### config.mk
export PLATFORM = sky130hd
export DESIGN_NAME = collatz_wide_stopping_time
export DESIGN_NICKNAME = d
export VERILOG_FILES = /design/src/rtl/core/cwst_pkg.sv /design/src/rtl/core/cwst_word_alu.sv /design/src/rtl/core/cwst_value_shreg.sv /design/src/rtl/core/collatz_wide_stopping_time.sv
export SDC_FILE = /design/constraint.sdc
export NUM_CORES = 2
export LEC_CHECK = 0
export BUFFER_PORTS_ARGS = -buffer_cell sky130_fd_sc_hd__buf_2
export CAP_MARGIN = 10
export CORE_UTILIZATION = 45
export DETAILED_ROUTE_END_ITERATION = 7
export PLACE_DENSITY = 0.6
export RECOVER_POWER = 50
export SYNTH_ARGS = -nofsm -noshare
export SYNTH_HDL_FRONTEND = slang
export SYNTH_SLANG_ARGS = --single-unit
### constraint.sdc
create_clock -name clk_i -period 34.1 [get_ports clk_i]
set_clock_uncertainty 0.05 [all_clocks]
set_input_delay 5.115 -clock clk_i [delete_from_list [all_inputs] [get_ports clk_i]]
set_output_delay 5.115 -clock clk_i [all_outputs]
set_load 0.05 [all_outputs]
### src/rtl/core/cwst_pkg.sv
// Shared types and constants for the wide Collatz stopping-time block.
// No dependencies; imported by every module of the block.
package cwst_pkg;

  localparam int unsigned WORD_W  = 64;
  localparam int unsigned COUNT_W = 32;
  localparam int unsigned EXP_W   = 10;
  localparam int unsigned REM_W   = 6;

  localparam logic [COUNT_W-1:0] COUNT_MAX = '1;

  typedef logic [WORD_W-1:0] word_t;

  // per-word control for the word step unit
  typedef struct packed {
    logic first;  // lowest word of a pass
    logic last;   // highest word of a pass
    logic odd;    // 3x+1 pass when set, halving pass otherwise
  } alu_ctl_t;

endpackage

### src/rtl/core/cwst_word_alu.sv
// One 64-bit word of a Collatz step: halving or 3x+1 with carry chain.
// Depends on cwst_pkg.
module cwst_word_alu
  import cwst_pkg::*;
(
  input  word_t    cur_i,
  input  word_t    nxt_i,
  input  alu_ctl_t ctl_i,
  input  logic [1:0] carry_i,
  input  logic     hi_i,
  output word_t    word_o,
  output logic [1:0] carry_o,
  output logic     hi_o
);

  logic [1:0]        carry_in;
  logic              hi_in;
  word_t             dbl;
  logic [WORD_W+1:0] sum;

  always_comb begin
    // the +1 of 3x+1 enters as the carry into the lowest word
    carry_in = ctl_i.first ? 2'd1 : carry_i;
    hi_in    = ctl_i.first ? 1'b0 : hi_i;
    dbl      = {cur_i[WORD_W-2:0], hi_in};
    sum      = {2'b00, cur_i} + {2'b00, dbl} + {{WORD_W{1'b0}}, carry_in};
    hi_o     = cur_i[WORD_W-1];
    if (ctl_i.odd) begin
      word_o  = sum[WORD_W-1:0];
      carry_o = sum[WORD_W+1:WORD_W];
    end else begin
      word_o  = {(ctl_i.last ? 1'b0 : nxt_i[0]), cur_i[WORD_W-1:1]};
      carry_o = 2'd0;
    end
  end

endmodule

### src/rtl/core/cwst_value_shreg.sv
// Rotating word shift register holding the wide value, with start-value loader.
// Depends on cwst_pkg.
module cwst_value_shreg
  import cwst_pkg::*;
#(
  parameter int unsigned WORDS = 16
) (
  input  logic             clk_i,
  input  logic             load_i,
  input  logic [EXP_W-1:0] exp_i,
  input  logic             shift_i,
  input  word_t            word_i,
  output word_t            head_o,
  output word_t            next_o
);

  localparam int unsigned NEXT_IDX = (WORDS > 1) ? 1 : 0;

  word_t words_q [WORDS];

  // word idx of 2^n - 1
  function automatic word_t init_word(input int unsigned idx, input logic [EXP_W-1:0] n);
    int unsigned full;
    logic [REM_W-1:0] rem;
    word_t w;
    full = int'(n[EXP_W-1:REM_W]);
    rem  = n[REM_W-1:0];
    if (full > idx) w = '1;
    else if (full == idx) w = (word_t'(1) << rem) - word_t'(1);
    else w = '0;
    return w;
  endfunction

  always_ff @(posedge clk_i) begin
    if (load_i) begin
      for (int unsigned i = 0; i < WORDS; i++) words_q[i] <= init_word(i, exp_i);
    end else if (shift_i) begin
      for (int unsigned i = 0; i + 1 < WORDS; i++) words_q[i] <= words_q[i+1];
      words_q[WORDS-1] <= word_i;
    end
  end

  assign head_o = words_q[0];
  assign next_o = words_q[NEXT_IDX];

endmodule

### src/rtl/core/collatz_wide_stopping_time.sv
// Wide Collatz total stopping time of 2^n - 1, word-serial datapath.
// Each Collatz step is one pass of the
// 64-bit word unit over the WORDS = ceil(VALUE_WIDTH/64) words of the value.
// Throughput: one item at a time; busy is high from the transfer to the result, except for too wide an exponent.
// An exponent wider than the register gives its result in the cycle after the transfer.
// rst_ni clears control state asynchronously; the receiver cannot stall done_o.
module collatz_wide_stopping_time
  import cwst_pkg::*;
#(
  parameter int unsigned VALUE_WIDTH  = 1024,
  parameter int unsigned MAX_EXPONENT = 512
) (
  input  logic               clk_i,
  input  logic               rst_ni,
  input  logic               start,
  input  logic [EXP_W-1:0]   start_exponent_i,
  output logic               busy,
  output logic               done_o,
  output logic [COUNT_W-1:0] step_count_o,
  output logic               overflowed_o
);

  localparam int unsigned WORDS    = (VALUE_WIDTH + WORD_W - 1) / WORD_W;
  localparam int unsigned TOP_BITS = VALUE_WIDTH - WORD_W * (WORDS - 1);
  localparam int unsigned CNT_W    = (WORDS > 1) ? $clog2(WORDS) : 1;
  localparam word_t TOP_MASK = (TOP_BITS >= WORD_W) ? '1
                             : ((word_t'(1) << (TOP_BITS % WORD_W)) - word_t'(1));

  typedef enum logic {S_IDLE, S_RUN} state_e;

  state_e             state_q;
  logic [CNT_W-1:0]   cnt_q;
  logic [COUNT_W-1:0] steps_q;
  logic               op_odd_q;   // kind of the pass in flight
  logic               acc_q;      // value above 1 seen so far in this pass
  logic               le1_q;      // value known to be 0 or 1
  logic [1:0]         carry_q;
  logic               hi_q;

  logic [EXP_W-1:0]   n_sat;
  logic               accept;
  logic               too_wide;

  word_t     head, nxt, alu_word;
  alu_ctl_t  ctl;
  logic [1:0] alu_carry;
  logic       alu_hi;
  logic       first, last, stop_now, shift, acc_now, ovf;

  // exponent saturation; the bound may exceed what the input can carry
  always_comb begin
    if (32'(start_exponent_i) > MAX_EXPONENT) n_sat = EXP_W'(MAX_EXPONENT);
    else n_sat = start_exponent_i;
  end

  assign accept   = start && !busy;
  assign too_wide = 32'(n_sat) > VALUE_WIDTH;

  // pass sequencing: cnt_q walks the words, lowest first
  assign first    = (cnt_q == '0);
  assign last     = (cnt_q == CNT_W'(WORDS - 1));
  // a new step is decided at the top of each pass
  assign stop_now = (state_q == S_RUN) && first && (le1_q || steps_q == COUNT_MAX);
  assign shift    = (state_q == S_RUN) && !stop_now;

  assign ctl.first = first;
  assign ctl.last  = last;
  assign ctl.odd   = first ? head[0] : op_odd_q;

  cwst_value_shreg #(.WORDS(WORDS)) u_value (
    .clk_i   (clk_i),
    .load_i  (accept),
    .exp_i   (n_sat),
    .shift_i (shift),
    .word_i  (alu_word),
    .head_o  (head),
    .next_o  (nxt)
  );

  cwst_word_alu u_alu (
    .cur_i   (head),
    .nxt_i   (nxt),
    .ctl_i   (ctl),
    .carry_i (carry_q),
    .hi_i    (hi_q),
    .word_o  (alu_word),
    .carry_o (alu_carry),
    .hi_o    (alu_hi)
  );

  // new value > 1: lowest word above 1, or any higher word nonzero
  assign acc_now = (first ? 1'b0 : acc_q) |
                   (first ? (alu_word > word_t'(1)) : (alu_word != '0));
  // 3x+1 result needs more than VALUE_WIDTH bits
  assign ovf = ctl.odd && ((alu_carry != 2'd0) || alu_hi || ((alu_word & ~TOP_MASK) != '0));

  always_ff @(posedge clk_i or negedge rst_ni) begin
    if (!rst_ni) begin
      state_q      <= S_IDLE;
      cnt_q        <= '0;
      steps_q      <= '0;
      op_odd_q     <= 1'b0;
      acc_q        <= 1'b0;
      le1_q        <= 1'b0;
      carry_q      <= 2'd0;
      hi_q         <= 1'b0;
      done_o       <= 1'b0;
      step_count_o <= '0;
      overflowed_o <= 1'b0;
    end else begin
      done_o <= 1'b0;
      case (state_q)
        S_IDLE: begin
          if (accept) begin
            steps_q <= '0;
            cnt_q   <= '0;
            le1_q   <= (n_sat <= EXP_W'(1));
            if (too_wide) begin
              done_o       <= 1'b1;
              step_count_o <= '0;
              overflowed_o <= 1'b1;
            end else begin
              state_q <= S_RUN;
            end
          end
        end
        S_RUN: begin
          if (stop_now) begin
            done_o       <= 1'b1;
            step_count_o <= steps_q;
            overflowed_o <= 1'b0;
            state_q      <= S_IDLE;
          end else begin
            if (first) op_odd_q <= ctl.odd;
            carry_q <= alu_carry;
            hi_q    <= alu_hi;
            acc_q   <= acc_now;
            if (last) begin
              cnt_q <= '0;
              if (ovf) begin
                // overflowing step is not counted
                done_o       <= 1'b1;
                step_count_o <= steps_q;
                overflowed_o <= 1'b1;
                state_q      <= S_IDLE;
              end else begin
                steps_q <= steps_q + COUNT_W'(1);
                le1_q   <= !acc_now;
              end
            end else begin
              cnt_q <= cnt_q + CNT_W'(1);
            end
          end
        end
        default: state_q <= S_IDLE;
      endcase
    end
  end

  assign busy = (state_q != S_IDLE);

endmodule

==> flow_summary.ini <==
[status]
status = finished with violations
violations = capacitance limit, slew limit

[global_route]
overflow = 0
first_global_vias = 35900
grt_max_degree = 207
antenna_found_initial = 12
grt_pass1_wl_mm = 231
track_usage_pct = 25.1

[detailed_routing]
drtPass1Iterations = 6
wl_per_cell_um = 23.8
antenna_left = 0
drt_wl_total_mm = 154
dr_total_vias = 38700
drcViolationCount = 0
vias_per_cell = 5.95
drt_iter0_drc = 4321

[setup_path]
crit_type = in -> reg
cp.arrival_ns = 15.30
path_cells = clkbuf_1 > nor2b_1 > clkbuf_1 > nor2_1
crit_top_cell = clkbuf_1
required_ns = 33.94
cp_max_fo = 206
critPathSlowestCell = clkbuf_1
crit_path_start_kind = input pin
slowest_delay_ns = 6.59
endpoint_kind = register

[clocking]
h-tree-depth = 3
cts_resized = 0
cts_root_buffer = clkbuf_16
post_cts_buffers = 0
cts_tree = built
clk_latency_ns = 0.74
path_clk_slew_ns = 0.06
cts_made_buffers = 114
clock_path_buffers = 3
clock_sinks = 1101
ctsHoldBuffers = 0

[logic_synthesis]
yosysUniqueCellTypes = 98
syn_nets = 5018
yosys_warnings = 0
async_flop_share_pct = 6.99
synth_edf_count = 1024
ys_ff_latch = 1101
netlist_instances = 4933
synth.cell_area_mm2 = 0.0539
ys.flop_type = edfxtp_1
avgSynthCellArea_um2 = 10.9
yosysSeqAreaShare_pct = 60.6

[placed_design]
port_buffers = 47
pre_cts_slack_ns = 23.35
place_congestion = 0.930
place_hpwl_mm = 97.4

[die]
start_util_pct = 45.5
die_h_um = 348
core-area_mm2 = 0.118
dieWidth_um = 348
io_pins = 48
fp.dieArea_mm2 = 0.121
fp-row-count = 126

[timing]
tightest_slew_ns = 9.35
maxSlewHeadroom_pct = -524
period_minus_slack_ns = 15.46
finalWorstSetupSlack_ns = 18.64
fin_setup_tns_ns = 0
fmaxAchievable_mhz = 64.7
rsz0062_at_grt = false
maxSlewViolCount = 1805
finalSetupViolCount = 0
hold_violations = 0
fin_crit_sh_pct = 45.3

[finish]
mostFrequentLayoutCells = edfxtp_1, a21oi_1, nor2_1
final_common_cell = edfxtp_1
drive_above_1_share_pct = 6.97
fin_nets = 4878
syn_to_final_growth_pct = 9.28
fin_util_pct = 49.7

[pwr]
power.density_mw_per_mm2 = 118
leakagePower_nw = 21.2
ir_drop_mv = 0.0666
p_total_mw = 6.94

[min_path]
hold_class = reg -> reg

[run]
max_cap_violations = 26
## stage by stage
step	std cells	hold slack, ns	area, um2
finish	6497	0.432	58900
detailed placement	6277	0.416	55300
floorplan	4933	0.391	53900
global route	6493	0.462	58900
CTS	6493	0.433	59100
global placement	6277	0.416	55300
## worst paths after layout
check | start | end | slack, ns | cells after the start
worst max-delay path | start | u_value.words_q[0][988] | 18.64 | 4
worst max register to register | steps_q[19] | u_value.words_q[0][268] | 20.65 | 12
max in group asynchronous | rst_ni | carry_q[0] | 25.89 | 1
worst min-delay path | carry_q[0] | carry_q[0] | 0.43 | 2
min in group asynchronous | rst_ni | step_count_o[4] | 5.75 | 1
worst min register to register | carry_q[0] | carry_q[0] | 0.43 | 2
## cell families (layout without fill, tap and decap cells)
family | after synthesis | after routing | synth area share (%)
muxes | 54 | 54 | 1.09
buffers and inverters | 389 | 349 | 2.76
xor gates and xnor gates | 109 | 109 | 1.77
adders and majority gates | 72 | 72 | 1.70
and+or+nand+nor | 1792 | 1792 | 16.6
DFF | 1101 | 1101 | 60.6
other | 0 | 4 | 0
AOI/OAI and AO/OA | 1416 | 1416 | 15.4
## sequential cells by signal (all words and copies together) (netlist names), 2 cells and up
register / cells
u_value.words_q: 1024
carry_q: 2
steps_q: 32
cnt_q: 4
step_count_o: 32
## layout make-up
cell class / count / area [um2]
sequential: 1101 / 32700
inverter: 36 / 135
clock inverter: 78 / 773
fill: 10700 / 59500
multi-input combinational: 3443 / 19800
clock buffer: 138 / 3010
timing repair buffer: 97 / 522
antenna: 4 / 10.0
tap: 1600 / 2000
## synthesized netlist by cell type, types with 36 or more instances
master    count  area (um2)
nor2_1      584        2190
and2_1      145         907
nand2_1     332        1250
a21oi_1     597        2990
clkbuf_1    320        1200
dfrtp_1      77        1930
nand3_1      70         350
or3_1        36         225
nor3_1       68         340
nand4_1      68         425
ha_1         70         876
nor4_1       39         244
a21o_1       51         383
edfxtp_1   1024       30700
xnor2_1      72         631
nor2b_1     333        2080
xor2_1       37         324
o21ai_0     449        2250
## critical path, delay by kind of cell
kind                   cells  cell delay [ns]
buffers and inverters      2             6.74
AND/OR/NAND/NOR            2             3.40
## report_power, final
| group | internal [mW] | switching [mW] |
|---|---|---|
| Combinational | 0.974 | 1.90 |
| Clock | 0.727 | 0.543 |
| Sequential | 2.54 | 0.262 |
| Total | 4.24 | 2.70 |
## per-layer routing
metal  global-route usage (%)  wire (um)  vias up
met1                     37.6      70000    19100
met2                     38.0      68700     1486
li1                         -          -    17800
met5                        0         11        -
met3                     3.72      12100      239
met4                     6.93       3540        2
No activity file was read; power rests on OpenSTA's default activity.
